==> config.mk <==
export PLATFORM = sky130hd
export DESIGN_NAME = gtp_cell
export DESIGN_NICKNAME = d
export VERILOG_FILES = /design/src/rtl/core/gtp_pkg.sv /design/src/rtl/core/gtp_cell.sv
export SDC_FILE = /design/constraint.sdc
export NUM_CORES = 1
export LEC_CHECK = 0
export CAP_MARGIN = 20
export CORE_MARGIN = 2
export CORE_UTILIZATION = 55
export CTS_CLUSTER_DIAMETER = 100
export DETAILED_ROUTE_END_ITERATION = 7
export DONT_BUFFER_PORTS = 1
export PLACE_DENSITY_LB_ADDON = 0.25
export SKIP_CTS_REPAIR_TIMING = 1
export SLEW_MARGIN = 10
export SYNTH_ARGS = -nofsm -noshare
export SYNTH_HDL_FRONTEND = slang
export SYNTH_SLANG_ARGS = --single-unit
==> constraint.sdc <==
create_clock -name clk -period 11.1 [get_ports clk]
set_input_delay 2.22 -clock clk [delete_from_list [all_inputs] [get_ports clk]]
set_output_delay 2.22 -clock clk [all_outputs]
set_load 0.01 [all_outputs]
==> src/rtl/core/gtp_pkg.sv <==
`timescale 1ns / 1ps
package gtp_pkg;

  localparam int POS_W         = 16;
  localparam int DIFF_W        = POS_W + 1;
  localparam int HD_W          = 15;
  localparam int XY_W          = 28;
  localparam int Z_W           = 24;
  localparam int SQ_W          = 2 * DIFF_W;
  localparam int ROOT_W        = DIFF_W;
  localparam int REM_W         = ROOT_W + 3;
  localparam int CORDIC_STAGES = 16;
  localparam int NCELL         = ROOT_W;
  localparam int STG_W         = 5;
  localparam int TURN_W        = 18;
  localparam int SPEED_W       = 17;
  localparam int AGAIN_W       = 12;
  localparam int LGAIN_W       = 10;
  localparam int GATE_W        = 14;
  localparam int TOL_W         = 16;

  localparam logic signed [Z_W-1:0] HALF_PI_Q20 = 24'sd1647099;

  typedef enum logic [2:0] {
    REG_GOAL_X    = 3'd0,
    REG_GOAL_Y    = 3'd1,
    REG_ANG_GAIN  = 3'd2,
    REG_LIN_GAIN  = 3'd3,
    REG_HEAD_GATE = 3'd4,
    REG_REACH_TOL = 3'd5
  } reg_idx_t;

  typedef struct packed {
    logic signed [POS_W-1:0] goal_x;
    logic signed [POS_W-1:0] goal_y;
    logic [AGAIN_W-1:0]      angular_gain;
    logic [LGAIN_W-1:0]      linear_gain;
    logic [GATE_W-1:0]       heading_gate;
    logic [2*TOL_W-1:0]      tol_sq;
  } cfg_t;

  // One word in flight along the cell row.
  typedef struct packed {
    logic signed [XY_W-1:0] x;
    logic signed [XY_W-1:0] y;
    logic signed [Z_W-1:0]  z;
    logic [SQ_W-1:0]        rad;
    logic [REM_W-1:0]       rem;
    logic [ROOT_W-1:0]      root;
    logic signed [HD_W-1:0] hd;
    logic                   reached;
  } cell_t;

  // atan(2^-i) with 20 fraction bits, rounded.
  function automatic logic signed [Z_W-1:0] atan_q20(input logic [STG_W-1:0] i);
    logic signed [Z_W-1:0] r;
    case (i)
      5'd0:  r = 24'sd823550;
      5'd1:  r = 24'sd486170;
      5'd2:  r = 24'sd256879;
      5'd3:  r = 24'sd130396;
      5'd4:  r = 24'sd65451;
      5'd5:  r = 24'sd32757;
      5'd6:  r = 24'sd16383;
      5'd7:  r = 24'sd8192;
      5'd8:  r = 24'sd4096;
      5'd9:  r = 24'sd2048;
      5'd10: r = 24'sd1024;
      5'd11: r = 24'sd512;
      5'd12: r = 24'sd256;
      5'd13: r = 24'sd128;
      5'd14: r = 24'sd64;
      5'd15: r = 24'sd32;
      5'd16: r = 24'sd16;
      5'd17: r = 24'sd8;
      5'd18: r = 24'sd4;
      5'd19: r = 24'sd2;
      5'd20: r = 24'sd1;
      default: r = '0;
    endcase
    return r;
  endfunction

endpackage

==> src/rtl/core/gtp_cell.sv <==
`timescale 1ns / 1ps
module gtp_cell
  import gtp_pkg::*;
(
  input  logic             clk,
  input  logic             rst,
  input  logic [STG_W-1:0] stage,
  input  logic             in_valid,
  output logic             in_ready,
  input  cell_t            in,
  output logic             out_valid,
  input  logic             out_ready,
  output cell_t            out
);

  cell_t                  nxt;
  logic signed [XY_W-1:0] xs, ys;
  logic [REM_W-1:0]       rem2, trial;

  assign in_ready = !out_valid || out_ready;

  always_comb begin
    nxt = in;
    // One CORDIC vectoring micro-rotation
    xs  = in.x >>> stage;
    ys  = in.y >>> stage;
    if (stage < STG_W'(CORDIC_STAGES)) begin
      if (!in.y[XY_W-1]) begin
        nxt.x = in.x + ys;
        nxt.y = in.y - xs;
        nxt.z = in.z + atan_q20(stage);
      end else begin
        nxt.x = in.x - ys;
        nxt.y = in.y + xs;
        nxt.z = in.z - atan_q20(stage);
      end
    end
    // One root bit: bring down two radicand bits, trial subtract
    rem2    = {in.rem[REM_W-3:0], in.rad[SQ_W-1 -: 2]};
    trial   = {1'b0, in.root, 2'b01};
    nxt.rad = {in.rad[SQ_W-3:0], 2'b00};
    if (rem2 >= trial) begin
      nxt.rem  = rem2 - trial;
      nxt.root = {in.root[ROOT_W-2:0], 1'b1};
    end else begin
      nxt.rem  = rem2;
      nxt.root = {in.root[ROOT_W-2:0], 1'b0};
    end
  end

  always_ff @(posedge clk) begin
    if (rst) begin
      out_valid <= 1'b0;
    end else if (in_ready) begin
      out_valid <= in_valid;
    end
  end

  always_ff @(posedge clk) begin
    if (in_ready && in_valid) begin
      out <= nxt;
    end
  end

endmodule

### Word-level counts from Yosys, hierarchy flattened

Memories as Yosys holds them, arrays and structs flattened.
Index checks and enable logic that the tools add are counted.
W data, S select, Z words.

| word-level totals | value |
|---|---|
| ROM bits | 1,280 |
| output and inout bits | 169 |
| input port bits | 176 |
| flip-flop bits (word level) | 166 |
| memories kept | 2 |

| cells by class | value |
|---|---|
| mux-type cells | 7 |
| shifts and indexed selects | 2 |
| $lt $le $gt $ge | 2 |
| $add $sub $neg | 7 |
| reductions and logical operators | 3 |

Memory list:

| name | depth | bits a word | read ports | clocked after Yosys merged registers in | wr ports | line | text |
|---|---|---|---|---|---|---|---|
| (name not given) | 32 | 20 | 1 | 0 | 0 | gtp_pkg.sv:57 | `case (i)` |
| (name not given) | 32 | 20 | 1 | 0 | 0 | gtp_pkg.sv:57 |  |

Operator list:

| operator | number |
|---|---|
| $mux W80 | 2 |
| $mux W24 | 4 |
| $add A28 B28 Y28 | 2 |
| $sshr A28 B5 Y28 | 2 |
| $sub A28 B28 Y28 | 2 |
| $mux W37 | 1 |
| $add A24 B24 Y24 | 1 |
| $sub A24 B24 Y24 | 1 |
| $ge A20 B19 Y1 | 1 |
| $sub A20 B19 Y20 | 1 |
| $lt A5 B5 Y1 const B | 1 |
| $logic_and A1 B1 Y1 | 1 |
| $logic_not A1 Y1 | 1 |
| $logic_or A1 B1 Y1 | 1 |

### Depth between registers and ports, before layout

Gate-level depths: netlist of run 1.
An unclocked memory read counts as a cell.

| depth | value |
|---|---|
| depth in word-level cells | 6 |
| gate-level depth with buffers | 28 |
| depth with buffers taken out | 24 |

### Least setup slack after synthesis of run 1

No wires, ideal clock.

| timing | value |
|---|---|
| path kind | input port to flip-flop |
| start | in stage[0] |
| end | reg out[137] (netlist bit), data pin |
| buffers on the path | 3 |
| stages on the path | 20 |
| required time | 10,840 ps |
| setup slack | 3,490 ps |
| arrival time | 7,350 ps |
| cell sequence | buf_2 > buf_2 > buf_2 > mux4_2 > a221oi_1 > o211ai_1 > or2_2 > nor2_1 > a21oi_1 > xor2_1 > ha_1 > a2111o_1 > o22a_1 > a22o_1 > a311oi_1 > nor3_1 > a2111oi_0 > a21oi_1 > xor2_1 > mux2_2 |

RTL lines:

| element | line | text |
|---|---|---|
| start, declared | gtp_cell.sv:7 | `input logic [STG_W-1:0] stage,` |
| end signal, assigned | gtp_cell.sv:61 | `out <= nxt;` |
| end, declared | gtp_cell.sv:13 | `output cell_t out` |

==> key figures, run 1 <==
Worst setup path
  – Slowest CP cell: inv_1
  – CP Cell Sequence: inv_1 > nand2_1 > or3b_2 > a31oi_1 > and4b_1 > nand3b_2 > nor2_1 > a311oi_1 > a311oi_1 > a21oi_1 > ha_1 > nor2b_1 > nor3b_1 > nor3b_1 > a211oi_1 > o211a_1 > or3_1 > a21o_1 > xnor2_1
  – Startpoint Class: input pin
  – R2R depth: 4
  – Worst Path Arrival: 8.60 ns
  – CP required: 11.30 ns
  – Crit path max fanout: 219
  – Slowest cell delay on critical path: 0.71 ns
  – Crit path kind: in2reg
  – Worst Setup End Kind: flip-flop
  – R2r setup slk: 9.05 ns
  – Capture point of the worst reg-to-reg path: out[164]
  – Critical R2R Launch: out_valid

Floorplanning
  – Placement Rows: 63
  – Ports: 345
  – Chip height: 177 microns
  – Initial Util: 0.558
  – Core ar.: 29600 sq um
  – Die area: 31500 sq um
  – Die span in x: 177 microns

Synth
  – Synthesized cell area: 16500 sq um
  – Post-synth EDFFs: 165
  – Post-synth top flop: edfxtp_1
  – Synth Instances: 1779
  – Yosys warning total: 0
  – Syn avg cell area: 9.30 sq um
  – Synth async-reset ratio: 0
  – Post-synthesis sequential area ratio: 0.301
  – Cell variety after synth: 93
  – Synth Register Bits: 166

Worst hold path
  – Endpoint, Worst Hold: out_valid
  – Hold Crit Start: out_valid
  – Cells on Worst Hold Path: 2
  – Hold crit path type: reg2reg

Timing
  – Final Max Slew Viols: 0
  – Fin crit period: 8.41 ns
  – Max_slew headroom: 0.400
  – Tcrit/Tclk final: 0.757
  – Final setup viols: 0
  – Skew final: 0.0140 ns
  – Setup_tns: 0 ns
  – FMAX: 119 MHz
  – Hold WS: 0.648 ns
  – Unrepaired setup endpoints after global routing: no
  – Final worst slack: 2.69 ns
  – Worst-margin pin slew: 0.896 ns
  – Final hold violations: 0

Final layout
  – Area grow syn2layout: 4.35%
  – Share of layout cells above drive strength 1: 0.0956
  – Nets: 2003
  – Final core area utilization: 0.582
  – Fin cells: 2117
  – Fin area: 17300 sq um

CTS
  – CTS tree: yes
  – Clock Path Buffers: 2
  – CTS buffer count: 17
  – H-tree depth: 4
  – Clk_lat worst skew: 0.45 ns
  – Root Driver: clkbuf_16
  – CTS clk-pin slew, worst paths: 0.07 ns
  – CTS sink cnt: 166

Global routing
  – Total GRT Usage: 0.317
  – Remaining global-route overflow: 0
  – Largest net degree at the start of global routing: 220
  – Initial antenna violation count: 2
  – First-pass GRT wire length: 76900 microns
  – Vias in the first global route: 13.3k

Run status
  – Outcome: finished, final reports clean

Power and ir drop
  – Final Total Pwr: 2.26 mW
  – Leakage: 6.59 nW
  – Power per cell area: 131 nW/um^2
  – Peak VDD IR: 0.110 mV

Route
  – Final ANT Viol Nets: 0
  – Detailed Route WL: 50900 microns
  – 1st-pass router iterations: 5
  – DR vias: 14.3k
  – DRC viols: 0
  – Vias/cell: 6.76
  – 1st-iter DRT viols: 1318
  – Wire per inst: 24.0 microns

Placement
  – Placed cell count: 2083
  – IO Port Bufs: 0
  – Hpwl dp: 38300 microns
  – Pre-CTS WS: 2.58 ns
  – Area after DPL: 16600 sq um
  – GPL Wtd Cong: 0.966

Job
  – Maxcap violations: 0
layer usage:
layer,track usage,wire length (microns),part of all wire,vias up
met5,0,25,0.00049,-
met1,0.384,19200,0.38,6807
met3,0.0988,5620,0.11,116
met4,0.130,1950,0.038,4
met2,0.523,24100,0.47,754
li1,-,-,-,6635
report_power, final:
| group | total [mW] | switching, mW | internal, mW |
|---|---|---|---|
| Sequential | 0.847 | 0.0643 | 0.783 |
| Combinational | 0.819 | 0.460 | 0.359 |
| Clock | 0.592 | 0.278 | 0.314 |
| Total | 2.26 | 0.802 | 1.46 |
registers in the layout, indices dropped and copies added (netlist names):
signal     flops
out          165
out_valid      1
cell usage in the layout, fill, tap and decap left out, drive strengths merged, types with 6 or more instances in the layout:
master   count
a211o        6
a211oi      22
a21boi       6
a21o        32
a21oi      134
a221oi       8
a22oi       11
a311oi       7
a31o         7
a31oi       24
a41oi        8
and2        19
and3        15
buf          9
clkbuf      17
edfxtp     165
ha         110
inv         78
mux2        23
mux2i       42
mux4        66
nand2      196
nand2b      22
nand3       33
nand4       11
nor2       120
nor2b       21
nor3        33
nor3b        9
o2111ai      6
o211ai      18
o21a        23
o21ai      149
o21bai       9
o22ai       17
o31ai       18
or2          8
or3         12
xnor2       65
xor2        59
cells in the mapped netlist (6+ instances only):
cell       count  area (sq um)
a211o_1        6          52.6
o21a_1        23           173
nor3_1        33           165
edfxtp_1     165          4950
nand3_1       33           165
and2_1        19           119
a22oi_1       11          82.6
nand4_1       10          62.6
a31o_2         7          61.3
xor2_1        59           517
mux2_2        23           259
or2_2          8          50.1
buf_1         16          60.1
nand2b_1      22           138
o21bai_1       9          67.6
o22ai_1       17           106
or3_1         12          75.1
a41oi_1        8          70.1
ha_1         110          1380
buf_2         23           115
xnor2_1       65           569
a21o_1        32           240
o211ai_1      18           135
nand2_1      196           736
nor3b_1        9          67.6
a21oi_1      134           671
mux2i_1       40           400
inv_1         70           263
and3_1        15          93.8
a221oi_1       7          61.3
nor2_1       120           450
o2111ai_1      6          52.6
a21boi_0       6          45.0
o21ai_0      147           736
clkbuf_1      41           154
a211oi_1      21           158
nor2b_1       21           131
mux4_2        64          1440
o31ai_1       18           135
a311oi_1       7          61.3
a31oi_1       24           150
buf_4          8          60.1
worst max path at each step:
stage	from	end	slack, ns	cells after the start
2_1_floorplan	stage[0]	out[137]	3.49	20
3_3_place_gp	stage[4]	out[166]	2.68	19
3_5_place_dp	stage[4]	out[166]	2.58	19
4_1_cts	stage[4]	out[166]	3.02	19
5_1_grt	stage[4]	out[166]	2.45	19
6_report	stage[4]	out[166]	2.69	19
final cells by class:
| type | instances | area, sq um |
|---|---|---|
| Fill cell | 2612 | 12400 |
| Multi-Input combinational cell | 1448 | 10900 |
| Sequential cell | 166 | 4970 |
| Tap cell | 390 | 488 |
| Clock buffer | 17 | 425 |
| Inverter | 72 | 270 |
| Clock inverter | 14 | 144 |
| Timing Repair Buffer | 9 | 95.1 |
| Antenna cell | 1 | 2.50 |
cells by family after synthesis:
kind of cell / share of synthesized area
multiplexers: 0.133
buffers and inverters: 0.0442
AO/OA/AOI/OAI: 0.217
flip-flops: 0.301
adder cells (fa/ha/maj): 0.0868
XOR/XNOR: 0.0670
AND/OR/NAND/NOR: 0.152
other: 0.000227
critical path: cells and delay by family:
kind	cells	cell delay [ns]
and+or+nand+nor	9	3.49
AOI/OAI and AO/OA	7	1.56
buffers and inverters	1	0.71
adders and majority gates	1	0.35
xor gates and xnor gates	1	0.11
(Power assumes the default switching activity.)
==> inputs of run 2 (changes only) <==
- clock period: 11.1 -> 8.8 ns (I/O delays scaled with it)
==> run 2 against run 1 <==
Cell area decreased by 0.19%. Via count shrank 1.0%. Die area stayed put. Sequential share of layout area rose by 0.055 points. Clock skew rose by 0.0013 ns. Sequential cell count unchanged. Critical path type unchanged. Critical path depth unchanged. Worst hold slack better by 0.0021 ns. Power is 25% higher. Register-to-register slack got worse by 2.4 ns. Largest cell class unchanged. Non-clock buffer count rose by 1. Sequential power rose by 26%.
==> key figures, run 2 (synthesis results as in run 1) <==
Final layout
  – Nets: 2004 (was 2003)
  – Fin area: 17200 sq um (was 17300 sq um)
  – Final core area utilization: 0.581 (was 0.582)
  – Share of layout cells above drive strength 1: 0.0961 (was 0.0956)
  – Max reg flops: 165 (unchanged)
  – Largest regs: out x165, out_valid x1 (unchanged)
  – Area grow syn2layout: 4.15% (was 4.35%)
  – Reg with most FFs: out (unchanged)
  – Commonest non-fill, non-tap cells in the layout: 196 x nand2_1, 165 x edfxtp_1, 147 x o21ai_0, 134 x a21oi_1, 119 x nor2_1 (was 196 x nand2_1, 165 x edfxtp_1, 147 x o21ai_0, 134 x a21oi_1, 120 x nor2_1)
  – Commonest non-fill, non-tap cell in the layout: nand2_1 (unchanged)

Timing
  – Max_slew headroom: 0.312 (was 0.400)
  – Skew final: 0.0153 ns (was 0.0140 ns)
  – Final hold violations: 0 (unchanged)
  – Fin crit period: 7.17 ns
  – FMAX: 139 MHz
  – Unrepaired setup endpoints after global routing: no (unchanged)
  – Final setup viols: 0 (unchanged)
  – Worst-margin pin slew: 1.03 ns (was 0.896 ns)
  – Tcrit/Tclk final: 0.815
  – Final Max Slew Viols: 0 (unchanged)
  – Setup_tns: 0 ns (unchanged)

CTS
  – H-tree depth: 4 (unchanged)
  – Clk_lat worst skew: 0.44 ns (was 0.45 ns)
  – CTS clk-pin slew, worst paths: 0.08 ns (was 0.07 ns)
  – CTS tree: yes (unchanged)
  – Root Driver: clkbuf_16 (unchanged)
  – CTS sink cnt: 166 (unchanged)
  – Clock Path Buffers: 2 (unchanged)
  – CTS buffer count: 17 (unchanged)

Worst setup path
  – Worst Setup End Kind: flip-flop (unchanged)
  – Startpoint Class: input pin (unchanged)
  – CP required: 9.00 ns (was 11.30 ns)
  – Worst Path Arrival: 7.37 ns (was 8.60 ns)
  – Crit path max fanout: 93 (was 219)
  – Crit path kind: in2reg (unchanged)

Job
  – Maxcap violations: 0 (unchanged)

Floorplanning
  – Chip height: 177 microns (unchanged)
  – Die area: 31500 sq um (unchanged)
  – Ports: 345 (unchanged)
  – Initial Util: 0.558 (unchanged)
  – Core ar.: 29600 sq um (unchanged)
  – Placement Rows: 63 (unchanged)
  – Die span in x: 177 microns (unchanged)

Route
  – 1st-pass router iterations: 5 (unchanged)
  – Wire per inst: 24.1 microns (was 24.0 microns)
  – DRC viols: 0 (unchanged)
  – Final ANT Viol Nets: 0 (unchanged)
  – DR vias: 14.2k (was 14.3k)
  – Vias/cell: 6.69 (was 6.76)
  – Detailed Route WL: 51100 microns (was 50900 microns)
  – 1st-iter DRT viols: 1309 (was 1318)

Placement
  – GPL Wtd Cong: 0.962 (was 0.966)
  – Hpwl dp: 38800 microns (was 38300 microns)
  – Area after DPL: 16700 sq um (was 16600 sq um)
  – IO Port Bufs: 0 (unchanged)

Power and ir drop
  – Power per cell area: 164 nW/um^2 (was 131 nW/um^2)
  – Leakage: 6.57 nW (was 6.59 nW)
  – Peak VDD IR: 0.133 mV (was 0.110 mV)

Global routing
  – Vias in the first global route: 13.4k (was 13.3k)
  – Largest net degree at the start of global routing: 220 (unchanged)
  – First-pass GRT wire length: 77200 microns (was 76900 microns)
  – Initial antenna violation count: 4 (was 2)
  – Remaining global-route overflow: 0 (unchanged)
  – Total GRT Usage: 0.317 (about the same)

Worst hold path
  – Hold crit path type: reg2reg (unchanged)

Run status
  – Outcome: finished, final reports clean (unchanged)
==> run 2: worst max-delay path, stage by stage <==
cell and delay [ns]:
mux4_2 0.52, or2_2 0.33, a31oi_1 0.42, a211o_1 0.28
nand2_1 0.10, or2_2 0.35, nor2_1 0.19, a21oi_1 0.11
xor2_1 0.15, ha_1 0.38, a2111o_1 0.43, o22a_1 0.19
a22o_1 0.20, a311oi_1 0.47, nor3_1 0.12, a2111oi_0 0.69
a21oi_1 0.18, xor2_1 0.17, mux2_2 0.27
==> run 2: worst paths after layout <==
kind	slack, ns	end	cells past startpoint	startpoint
min reg2reg	0.65	out_valid	2	out_valid
max reg2reg	6.63	out[105]	3	out_valid
min	0.65	out_valid	2	out_valid
max	1.63	out[137]	19	stage[1]
==> run 2: power by group <==
part	internal (mW)	total [mW]	leakage (nW)	switching (mW)
Clock	0.368	0.724	0.259	0.355
Sequential	0.987	1.07	1.61	0.0802
Combinational	0.452	1.03	4.69	0.581
Total	1.81	2.82	6.57	1.02
==> run 2: cell type report <==
class                           instances  area (sq um)
Clock inverter                         14           118
Timing Repair Buffer                   10          80.1
Multi-Input combinational cell       1448         10900
Tap cell                              390           488
Antenna cell                            2          5.00
Sequential cell                       166          4970
Fill cell                            2669         12400
Clock buffer                           18           429
Inverter                               72           270
==> run 2: stage by stage <==
| stage | power, mW | instances | worst slack (ns) | hold WS (ns) |
|---|---|---|---|---|
| after floorplan | 1.93 | 1780 | 1.65 | 0.593 |
| after global placement | 2.07 | 2084 | 1.41 | 0.628 |
| after detailed placement | 2.10 | 2085 | 1.33 | 0.636 |
| after CTS | 2.83 | 2117 | 1.80 | 0.646 |
| after global routing | 2.98 | 2118 | 1.32 | 0.679 |
| final | 2.82 | 2120 | 1.63 | 0.650 |
==> run 2: layer usage <==
| layer | vias to the layer above | part of all wire | global-route usage |
|---|---|---|---|
| li1 | 6615 | - | - |
| met1 | 6760 | 0.38 | 0.379 |
| met2 | 685 | 0.48 | 0.533 |
| met3 | 107 | 0.11 | 0.105 |
| met4 | 6 | 0.031 | 0.111 |
| met5 | - | 0.00078 | 0 |
