File: src/rtl/core/gtp_pkg.sv
`timescale 1ns / 1ps
package gtp_pkg;

  localparam int POS_W         = 16;
  localparam int DIFF_W        = POS_W + 1;
  localparam int HD_W          = 15;
  localparam int XY_W          = 28;
  localparam int Z_W           = 24;
  localparam int SQ_W          = 2 * DIFF_W;
  localparam int ROOT_W        = DIFF_W;
  localparam int REM_W         = ROOT_W + 3;
  localparam int CORDIC_STAGES = 16;
  localparam int NCELL         = ROOT_W;
  localparam int STG_W         = 5;
  localparam int TURN_W        = 18;
  localparam int SPEED_W       = 17;
  localparam int AGAIN_W       = 12;
  localparam int LGAIN_W       = 10;
  localparam int GATE_W        = 14;
  localparam int TOL_W         = 16;

  localparam logic signed [Z_W-1:0] HALF_PI_Q20 = 24'sd1647099;

  typedef enum logic [2:0] {
    REG_GOAL_X    = 3'd0,
    REG_GOAL_Y    = 3'd1,
    REG_ANG_GAIN  = 3'd2,
    REG_LIN_GAIN  = 3'd3,
    REG_HEAD_GATE = 3'd4,
    REG_REACH_TOL = 3'd5
  } reg_idx_t;

  typedef struct packed {
    logic signed [POS_W-1:0] goal_x;
    logic signed [POS_W-1:0] goal_y;
    logic [AGAIN_W-1:0]      angular_gain;
    logic [LGAIN_W-1:0]      linear_gain;
    logic [GATE_W-1:0]       heading_gate;
    logic [2*TOL_W-1:0]      tol_sq;
  } cfg_t;

  // One word in flight along the cell row.
  typedef struct packed {
    logic signed [XY_W-1:0] x;
    logic signed [XY_W-1:0] y;
    logic signed [Z_W-1:0]  z;
    logic [SQ_W-1:0]        rad;
    logic [REM_W-1:0]       rem;
    logic [ROOT_W-1:0]      root;
    logic signed [HD_W-1:0] hd;
    logic                   reached;
  } cell_t;

  // atan(2^-i) with 20 fraction bits, rounded.
  function automatic logic signed [Z_W-1:0] atan_q20(input logic [STG_W-1:0] i);
    logic signed [Z_W-1:0] r;
    case (i)
      5'd0:  r = 24'sd823550;
      5'd1:  r = 24'sd486170;
      5'd2:  r = 24'sd256879;
      5'd3:  r = 24'sd130396;
      5'd4:  r = 24'sd65451;
      5'd5:  r = 24'sd32757;
      5'd6:  r = 24'sd16383;
      5'd7:  r = 24'sd8192;
      5'd8:  r = 24'sd4096;
      5'd9:  r = 24'sd2048;
      5'd10: r = 24'sd1024;
      5'd11: r = 24'sd512;
      5'd12: r = 24'sd256;
      5'd13: r = 24'sd128;
      5'd14: r = 24'sd64;
      5'd15: r = 24'sd32;
      5'd16: r = 24'sd16;
      5'd17: r = 24'sd8;
      5'd18: r = 24'sd4;
      5'd19: r = 24'sd2;
      5'd20: r = 24'sd1;
      default: r = '0;
    endcase
    return r;
  endfunction

endpackage

File: src/rtl/core/gtp_front.sv
`timescale 1ns / 1ps
module gtp_front
  import gtp_pkg::*;
(
  input  logic                    clk,
  input  logic                    rst,
  input  logic                    in_valid,
  output logic                    in_ready,
  input  logic signed [POS_W-1:0] pose_x,
  input  logic signed [POS_W-1:0] pose_y,
  input  logic signed [HD_W-1:0]  heading,
  input  cfg_t                    cfg,
  output logic                    out_valid,
  input  logic                    out_ready,
  output cell_t                   out
);

  logic                     v1, v2;
  logic                     r1, r2;
  logic signed [DIFF_W-1:0] dx1, dy1;
  logic signed [HD_W-1:0]   hd1, hd2;
  logic [SQ_W-1:0]          sqx, sqy;
  logic signed [XY_W-1:0]   x2, y2;
  logic signed [Z_W-1:0]    z2;

  logic [DIFF_W-1:0]        adx, ady;
  logic signed [XY_W-1:0]   x0, y0, xr, yr;
  logic signed [Z_W-1:0]    zr;
  logic [SQ_W-1:0]          sum;

  assign r2       = !out_valid || out_ready;
  assign r1       = !v2 || r2;
  assign in_ready = !v1 || r1;

  // Offset to goal
  always_ff @(posedge clk) begin
    if (rst) begin
      v1 <= 1'b0;
    end else if (in_ready) begin
      v1 <= in_valid;
    end
  end

  always_ff @(posedge clk) begin
    if (in_ready && in_valid) begin
      dx1 <= {cfg.goal_x[POS_W-1], cfg.goal_x} - {pose_x[POS_W-1], pose_x};
      dy1 <= {cfg.goal_y[POS_W-1], cfg.goal_y} - {pose_y[POS_W-1], pose_y};
      hd1 <= heading;
    end
  end

  // Squares and the quarter-turn pre-rotation
  always_comb begin
    adx = dx1[DIFF_W-1] ? DIFF_W'(-dx1) : DIFF_W'(dx1);
    ady = dy1[DIFF_W-1] ? DIFF_W'(-dy1) : DIFF_W'(dy1);
    x0  = {{(XY_W-DIFF_W-8){dx1[DIFF_W-1]}}, dx1, 8'b0};
    y0  = {{(XY_W-DIFF_W-8){dy1[DIFF_W-1]}}, dy1, 8'b0};
    xr  = x0;
    yr  = y0;
    zr  = '0;
    if (dx1[DIFF_W-1]) begin
      if (!dy1[DIFF_W-1]) begin
        xr = y0;
        yr = -x0;
        zr = HALF_PI_Q20;
      end else begin
        xr = -y0;
        yr = x0;
        zr = -HALF_PI_Q20;
      end
    end
  end

  always_ff @(posedge clk) begin
    if (rst) begin
      v2 <= 1'b0;
    end else if (r1) begin
      v2 <= v1;
    end
  end

  always_ff @(posedge clk) begin
    if (r1 && v1) begin
      sqx <= SQ_W'(adx) * SQ_W'(adx);
      sqy <= SQ_W'(ady) * SQ_W'(ady);
      x2  <= xr;
      y2  <= yr;
      z2  <= zr;
      hd2 <= hd1;
    end
  end

  // Squared distance and reach test; load the first cell word
  assign sum = sqx + sqy;

  always_ff @(posedge clk) begin
    if (rst) begin
      out_valid <= 1'b0;
    end else if (r2) begin
      out_valid <= v2;
    end
  end

  always_ff @(posedge clk) begin
    if (r2 && v2) begin
      out.x       <= x2;
      out.y       <= y2;
      out.z       <= z2;
      out.rad     <= sum;
      out.rem     <= '0;
      out.root    <= '0;
      out.hd      <= hd2;
      out.reached <= sum <= SQ_W'(cfg.tol_sq);
    end
  end

endmodule

File: config.mk
export PLATFORM = sky130hd
export DESIGN_NAME = gtp_front
export DESIGN_NICKNAME = d
export VERILOG_FILES = /design/src/rtl/core/gtp_pkg.sv /design/src/rtl/core/gtp_front.sv
export SDC_FILE = /design/constraint.sdc
export NUM_CORES = 1
export LEC_CHECK = 0
export BUFFER_PORTS_ARGS = -buffer_cell sky130_fd_sc_hd__clkbuf_2
export CAP_MARGIN = 15
export CORE_AREA = 2 2 270 325
export CTS_CLUSTER_DIAMETER = 30
export CTS_CLUSTER_SIZE = 20
export DETAILED_ROUTE_END_ITERATION = 8
export DIE_AREA = 0 0 272 327
export PLACE_DENSITY_LB_ADDON = 0.15
export REMOVE_ABC_BUFFERS = 1
export SLEW_MARGIN = 20
export SYNTH_ARGS = -nofsm -noshare
export SYNTH_HDL_FRONTEND = slang
export SYNTH_SLANG_ARGS = --single-unit
File: constraint.sdc
create_clock -name clk -period 12.9 [get_ports clk]
set_input_delay 3.87 -clock clk [delete_from_list [all_inputs] [get_ports clk]]
set_output_delay 3.87 -clock clk [all_outputs]
set_load 0.02 [all_outputs]
== Word level (Yosys, flattened, before mapping) ==
Cells that the tools add are included.

* Reductions and logical operators: 11
* Mux-type cells: 7
* Add/sub/neg operators: 7
* Bitwise gates (word level): 1
* $lt $le $gt $ge: 1
* $mul: 2

{| class="wikitable"
|+ Operators by type and width
! cell !! number
|-
| two-way mux 24 bit || 3
|-
| multiplier 17 x 17 -> 34 bit || 2
|-
| two-way mux 28 bit || 2
|-
| negator 25 -> 28 bit || 2
|-
| adder 34 bit || 1
|-
| <= comparator 34 x 32 -> 1 bit || 1
|-
| two-way mux 17 bit || 2
|-
| negator 17 bit || 2
|-
| subtractor 16 x 16 -> 17 bit || 2
|-
| logical AND 1 bit || 3
|-
| logical NOT 1 bit || 3
|-
| logical OR 1 bit || 3
|-
| AND reduction 2 bit || 1
|-
| OR reduction 2 bit || 1
|-
| inverter 1 bit || 1
|}

* Input bits: 151
* Logic and storage cells: 49
* Output and inout port bits: 169
* Bits in registers: 345

== Logic depth before layout (Yosys ltp) ==
Gate-level depths: netlist (run 1).

* Word-level depth: 5
* Gate-level depth with buffers: 33
* Mapped depth without buffers: 31

== Worst setup path after synthesis (run 1) ==
OpenSTA, ideal clock, no wires.

* Path type: input port to flip-flop
* Start: input out_ready
* End: register hd2[0] (enable)
* Arrival time: 12.925 ns
* Data required time: 12.103 ns
* Path slack: -0.821 ns
* Path buffers: 0
* Stages: 2
* Setup time: 0.797 ns
* Cells stage by stage: nor2b_1 a21boi_0

* Word-level cells in the longest chain between the ends: 3

{| class="wikitable"
|+ RTL lines
! item !! line !! text
|-
| from (decl) || gtp_front.sv:14 || <nowiki>input logic out_ready,</nowiki>
|-
| logical OR 1 bit || gtp_front.sv:31 || <nowiki>assign r2 = !out_valid || out_ready;</nowiki>
|-
| logical OR 1 bit || gtp_front.sv:32 || <nowiki>assign r1 = !v2 || r2;</nowiki>
|-
| logical AND 1 bit || gtp_front.sv:83 || <nowiki>if (r1 && v1) begin</nowiki>
|-
| to (signal assigned) || gtp_front.sv:89 || <nowiki>hd2 <= hd1;</nowiki>
|-
| to (decl) || gtp_front.sv:21 || <nowiki>logic signed [HD_W-1:0] hd1, hd2;</nowiki>
|}

No other way between the ends.
A chain may end at the register's enable or synchronous reset.

== Final worst setup path (run 1) ==
* Start: register dx1[0]
* End: register sqx[25] (data pin)

* Word-level cells in the longest chain between the ends: 3

{| class="wikitable"
|+ RTL lines
! item !! line !! text
|-
| from (decl) || gtp_front.sv:20 || <nowiki>logic signed [DIFF_W-1:0] dx1, dy1;</nowiki>
|-
| from (signal assigned) || gtp_front.sv:46 || <nowiki>dx1 <= {cfg.goal_x[POS_W-1], cfg.goal_x} - {pose_x[POS_W-1], pose_x};</nowiki>
|-
| negator 17 bit || gtp_front.sv:54 || <nowiki>adx = dx1[DIFF_W-1] ? DIFF_W'(-dx1) : DIFF_W'(dx1);</nowiki>
|-
| two-way mux 17 bit * || gtp_front.sv:54 ||
|-
| multiplier 17 x 17 -> 34 bit * || gtp_front.sv:84 || <nowiki>sqx <= SQ_W'(adx) * SQ_W'(adx);</nowiki>
|-
| to (signal assigned) || gtp_front.sv:84 ||
|-
| to (decl) || gtp_front.sv:22 || <nowiki>logic [SQ_W-1:0] sqx, sqy;</nowiki>
|}

Mark *: on every way between the ends. The rest lies on a longest branch, timed or not.

==> results of run 1 <==
[cell usage in the layout (no fill, tap or decap), types with 10 or more instances in the layout]
master and count:
clkinv_2 11, inv_1 650, buf_4 35, nand4_1 12, a21oi_1 142, clkbuf_2 230
a21o_1 50, o21ai_0 63, o21a_1 18, fa_1 386, and2_1 30, nand2b_1 20
nor2b_1 28, and3_1 16, nand2_1 223, or3_1 12, nor3_1 38, xnor2_1 110
nor2_1 203, nand3_1 29, conb_1 56, xor2_1 50, ha_1 314, a211oi_1 11
a31oi_1 10, clkbuf_16 68, edfxtp_1 266, clkinv_1 14
[state kept, by name (all words and copies together) (netlist names), 3 cells and up]
| register | cells |
|---|---|
| out | 93 |
| sqx | 33 |
| sqy | 33 |
| x2 | 20 |
| y2 | 20 |
| dx1 | 17 |
| dy1 | 17 |
| hd1 | 15 |
| hd2 | 15 |
| z2 | 3 |
[cell usage after synthesis, types with 4 or more instances]
cell        n
inv_1     650
fa_1      386
ha_1      314
edfxtp_1  266
nand2_1   223
nor2_1    203
a21oi_1   142
xnor2_1   117
buf_4      74
o21ai_0    63
xor2_1     52
a21o_1     50
clkbuf_1   47
nor3_1     38
and2_1     30
nand3_1    29
nor2b_1    29
nand2b_1   20
o21a_1     18
and3_1     16
nand4_1    12
or3_1      12
a211oi_1   11
a31oi_1    11
inv_2       9
o211ai_1    9
buf_2       8
o21bai_1    8
o31ai_1     8
clkinv_1    7
nand2_2     6
or2_2       6
a21boi_0    5
o311ai_0    5
or4_1       5
a41oi_1     4
buf_1       4
o31a_1      4
o41ai_1     4
[logic make-up (layout without fill, tap and decap cells)]
| group | Yosys count | after routing | share of synthesized area, % |
|---|---|---|---|
| buffers and inverters | 800 | 1053 | 11.1 |
| adder cells (fa/ha/maj) | 700 | 700 | 39.1 |
| AND/OR/NAND/NOR | 642 | 642 | 9.79 |
| AO/OA/AOI/OAI | 372 | 372 | 7.84 |
| flip-flops | 269 | 269 | 27.0 |
| XOR/XNOR | 170 | 170 | 5.06 |
| multiplexers | 4 | 4 | 0.139 |
| other | 1 | 56 | 0.0126 |
[layer usage]
metal,vias up,wire length [um],GRT usage (%)
met1,10100,33600,22.5
met3,89,4030,2.98
met5,-,0,0
met2,537,39300,31.9
li1,9857,-,-
met4,0,1690,4.40
[area by class of cell]
class                   instances  area [sq um]  area share, %
clock inverters                47           534           1.55
repair buffers                266          1440           4.18
well taps                    1140          1430           4.14
multi-input cells            1944         18800           54.5
flip-flops and latches        269          8050           23.4
inverters                     666          2500           7.26
clock buffers                  74          1720           5.01
[metrics by stage]
step	cells	instance area, sq um	setup TNS, ns	hold slack (ns)	setup slack (ns)
2_1_floorplan	2879	29200	-101.83	0.400	-0.821
3_3_place_gp	4284	32200	0	0.400	3.69
3_5_place_dp	4284	32200	0	0.405	3.67
4_1_cts	4405	34400	0	0.402	3.67
5_1_grt	4406	34400	0	0.415	3.10
6_report	4406	34400	0	0.407	3.71
[worst min path at each step]
stage,from,to,slack [ns],cells after the start
after floorplan,hd1[0],hd2[0],0.40,0
after global placement,hd1[1],hd2[1],0.40,0
after detailed placement,hd1[5],hd2[5],0.40,0
after CTS,hd1[13],hd2[13],0.40,0
after global routing,hd1[13],hd2[13],0.42,0
final,x2[17],out[156],0.41,0
==> summary.md, run 1 <==
| Metric | Value |
|---|---|
| Post-cts hold buffer count | `0` |
| EDFF count, synth | `266` |
| Synthesis Warnings | `0` |
| CTS buffer count | `67` |
| Mapped Area | `0.0298 sq mm` |
| Sequential area share after synthesis | `27.0%` |
| Overall Global Routing Usage | `around 18%` |
| Initial antenna violation count | `1` |
| Number of buffers added on ports | `230` |
| Antenna cell count | `0` |
| CTS tree | `built` |
| Setup Skew | `between 0.02 and 0.025 ns` |
| Fillcell total | `8674` |
| Largest delay share family, worst path | `adder cells` |
| CP startpoint | `dx1[0]` |
| Slowest cell on crit path | `o41ai_1` |
| Share of cells above drive strength 1 | `approximately an eighth` |
| DRC viols | `0` |
| Worst R2R Path Depth | `29` |
| CP bufs+invs | `8` |
| Stages on worst setup path | `29` |
| Vias/cell | `approximately 4.7` |
| Die Wd | `272 um` |
| WS Path Type | `reg -> reg` |
| Synth area leader | `edfxtp_1` |
| Reg2reg start | `dx1[0]` |
| # nets final | `4065` |
| Core ar. | `0.0858 sq mm` |
| Final core occ | `40.2%` |
| Crit start category | `flop` |
| Rows | `118` |
| GP Congestion | `0.810` |
| Reg2reg setup slack | `3.71 ns` |
| Starting Density | `between 30% and 40%` |
| Unrepaired setup endpoints after global routing | `false` |
| Die area | `0.0889 sq mm` |
| FF+latch count, synth | `269` |
| CP endpoint kind | `flop` |
| Endpoints failing hold | `0` |
| Synth Flop Type | `edfxtp_1` |
| Outcome | `complete, no violations` |
| Setup violators final | `0` |
| DR vias | `slightly above 20000` |
| Tcrit/Tclk final | `71.2%` |
| Clk pin slew, worst setup/hold paths | `approximately 0.05 ns` |
| Worst Max-Slew Pin Slew | `0.975 ns` |
| Tmin final | `9.19 ns` |
| CP Max Fanout | `14` |
| Critical path arrival | `~9.5 ns` |
| H-Tree Depth | `3` |
| Max-Cap Viols | `0` |
| Area grow syn2layout | `15.6%` |
| Req. time, crit path | `13.22 ns` |
| Library cells used by synthesis | `74` |
| Avg Cell Area, Syn | `around 10 sq um` |
| # clock sinks | `269` |
| DR iter-0 viols | `1013` |
| Hold Crit Class | `reg -> reg` |
| Detailed-placement wirelength estimate | `62500 um` |
| Remaining global-route overflow | `0` |
| Post-synth ARST share | `0%` |
| Number of nets with antenna violations after routing | `0` |
| Synth area leaders | `edfxtp_1, fa_1, ha_1` |
| Total Wirelength | `78600 um` |
| Largest net degree at the start of global routing | `86` |
| Fmax | `around 110 MHz` |
| Routed wire per std cell | `17.8 um` |
| Clock latency on the worst-skew pair | `roughly 0.59 ns` |
| Post-CTS setup buffer count | `0` |
| Clk root buf | `clkbuf_16` |
| Rel. slew slack | `34.7%` |
| Count of pins over their slew limit | `0` |
| First-pass GRT wire length | `121000 um` |
| Worst setup endpoint | `sqx[25]` |
| Worst r2r dst | `sqx[25]` |
| Post-synth top area share | `about 27%` |
| Max Root-Sink Buffers | `3` |
| Vias in the first global route | `21500` |
| Cells after Synth | `2958` |
| CP peak stage delay | `0.70 ns` |
| IO Count | `320` |
| Die height | `327 um` |
| DRT Pass-1 Iters | `5` |
| Cts repair resizes | `0` |
Power of run 1 is not shown: default switching activity piles up to over one toggle a cycle in this logic, so the estimate is an artifact.
==> run 2: changes to the inputs <==
==> constraint.sdc (replaced) <==
create_clock -name clk -period 9.2 [get_ports clk]
set_input_delay 2.76 -clock clk [delete_from_list [all_inputs] [get_ports clk]]
set_output_delay 2.76 -clock clk [all_outputs]
set_load 0.02 [all_outputs]
==> run 2 against run 1 <==
Compared with the run above: critical path depth is 3 lower; final area rose by 1.1%; non-clock buffer count is 34 higher; global-route usage increased by 0.27 points; wire length grew 1.0%; via count rose by 0.27%; utilization grew 0.44 points; sequential share of layout area shrank 0.25 points.
==> summary.md, run 2 (synthesized netlist as in run 1, its figures left out) <==
| Metric | Value |
|---|---|
| Outcome | `complete, no violations` |
| GP Congestion | `0.835 (+3.1%)` |
| FF+latch area | `0.00805 sq mm (unchanged)` |
| Overall Global Routing Usage | `18.2% (+0.27 points)` |
| # nets final | `4103 (+0.93%)` |
| Starting Density | `34.8% (unchanged)` |
| Cts repair resizes | `0 (unchanged)` |
| Detailed-placement wirelength estimate | `64700 um (+3.6%)` |
| Max-Cap Viols | `0 (unchanged)` |
| Total Wirelength | `79400 um (+1.0%)` |
| Reg2reg setup slack | `0.75 ns (-2.96 ns)` |
| Remaining global-route overflow | `0 (unchanged)` |
| Most frequent cells in the layout | `inv_1, fa_1, ha_1` |
| First-pass GRT wire length | `123000 um (+1.8%)` |
| Routed wire per std cell | `17.9 um (about the same)` |
| DRT Pass-1 Iters | `7 (+2)` |
| Post-cts hold buffer count | `0 (unchanged)` |
| Share of cells above drive strength 1 | `13.4% (+0.54 points)` |
| Number of nets with antenna violations after routing | `0 (unchanged)` |
| Slowest cell on crit path | `or4_1` |
| Clk pin slew, worst setup/hold paths | `0.04 ns (about the same)` |
| Die area | `0.0889 sq mm (unchanged)` |
| Endpoints failing hold | `0 (unchanged)` |
| Rows | `118 (unchanged)` |
| Rel. slew slack | `38.3% (+3.6 points)` |
| Number of buffers added on ports | `230 (unchanged)` |
| DR vias | `20600 (+0.27%)` |
| Worst Max-Slew Pin Slew | `0.926 ns (-0.0488 ns)` |
| Vias in the first global route | `21900 (+1.9%)` |
| Req. time, crit path | `9.55 ns (-3.67 ns)` |
| Clk root buf | `clkbuf_16` |
| Reg2reg start | `dy1[3]` |
| Worst R2R Path Depth | `26 (-10%)` |
| IO Count | `320 (unchanged)` |
| Crit start category | `flop` |
| Vias/cell | `4.64 (-0.65%)` |
| Hold Crit Class | `reg -> reg` |
| Worst setup endpoint | `sqy[33]` |
| Most common cell after layout, fill and taps aside | `inv_1` |
| Largest net degree at the start of global routing | `72 (-16%)` |
| Setup violators final | `0 (unchanged)` |
| Initial antenna violation count | `2 (+1)` |
| Tcrit/Tclk final | `91.9% (+21 points)` |
| Final core occ | `40.6% (+0.44 points)` |
| CP endpoint kind | `flop` |
| Setup Skew | `0.0254 ns (+0.00175 ns)` |
| Max Root-Sink Buffers | `3 (unchanged)` |
| Worst r2r dst | `sqy[33]` |
| Most frequent CP cell | `fa_1` |
| Area of the multi-input gates | `0.0187 sq mm (-0.32%)` |
| Die Wd | `272 um (unchanged)` |
| Count of pins over their slew limit | `0 (unchanged)` |
| Fillcell total | `8524 (-1.7%)` |
| CP startpoint | `dy1[3]` |
| Core ar. | `0.0858 sq mm (unchanged)` |
| CP peak stage delay | `0.56 ns (-0.14 ns)` |
| Largest registers | `out x93, sqx x33, sqy x33` |
| Post-CTS setup buffer count | `0 (unchanged)` |
| CTS tree | `built` |
| Critical path arrival | `8.80 ns (-0.71 ns)` |
| CP Max Fanout | `12 (-2)` |
| # clock sinks | `269 (unchanged)` |
| WS Path Type | `reg -> reg` |
| DR iter-0 viols | `1192 (+18%)` |
| Largest register by flop count | `out` |
| Tmin final | `8.45 ns (-0.736 ns)` |
| H-Tree Depth | `3 (unchanged)` |
| Area grow syn2layout | `16.8%` |
| DRC viols | `0 (unchanged)` |
| Fmax | `118 MHz (+8.7%)` |
| Max reg flops | `93 (unchanged)` |
| CTS buffer count | `71 (+6.0%)` |
| Clock latency on the worst-skew pair | `0.61 ns (+0.02 ns)` |
| Die height | `327 um (unchanged)` |
| Unrepaired setup endpoints after global routing | `false` |
-- run 2: cell types whose count changed in the layout (fill, tap and decap cells not counted), sizes merged --
cell | previous run | this run
clkbuf | 304 | 315
bufinv | 7 | 9
inv | 665 | 662
buf | 36 | 70
clkinvlp | 7 | 5
diode | 0 | 1
clkinv | 34 | 32
-- run 2: final cells by class --
cell class	instances	share of cell area (%)
diodes	1	0.00719
clock buffers	85	5.34
flip-flops and latches	269	23.1
well taps	1140	4.10
repair buffers	300	4.81
multi-input cells	1944	53.7
clock inverters	42	1.71
inverters	666	7.18
-- run 2: worst min-delay path by stage --
| stage | endpoint | slack [ns] | startpoint | cells past startpoint |
|---|---|---|---|---|
| after global routing | out[14] | 0.42 | hd2[13] | 0 |
| after floorplan | hd2[0] | 0.40 | hd1[0] | 0 |
| after global placement | hd2[1] | 0.40 | hd1[1] | 0 |
| after detailed placement | hd2[6] | 0.40 | hd1[6] | 0 |
| final | out[147] | 0.41 | x2[8] | 0 |
| after CTS | out[147] | 0.41 | x2[8] | 0 |
-- run 2: worst max-delay path: cells and delay by family (launching register included) --
kind            cells  cell delay, ns
fa+ha+maj           7            3.34
compound gates      6            1.89
simple gates        6            1.76
flops               1            0.47
buf+inv             5            0.44
xor+xnor            2            0.29
-- run 2: per-stage QoR --
stage	TNS (ns)	std cells	setup WS, ns	hold slack, ns	cell area, sq um
2_1_floorplan	-422.99	2879	-3.41	0.400	29200
3_3_place_gp	0	4319	0.640	0.401	32400
3_5_place_dp	0	4319	0.630	0.405	32400
5_1_grt	0	4446	0.164	0.417	34800
4_1_cts	0	4446	0.646	0.410	34800
6_report	0	4447	0.748	0.409	34800
-- run 2: routing by layer --
layer	wire length (um)	vias up	GRT usage (%)
li1	-	9941	-
met1	34000	10100	22.7
met2	39300	527	32.0
met3	3940	108	3.21
met4	2230	0	5.49
met5	0	-	0
Power of run 2 is left out for the same reason.
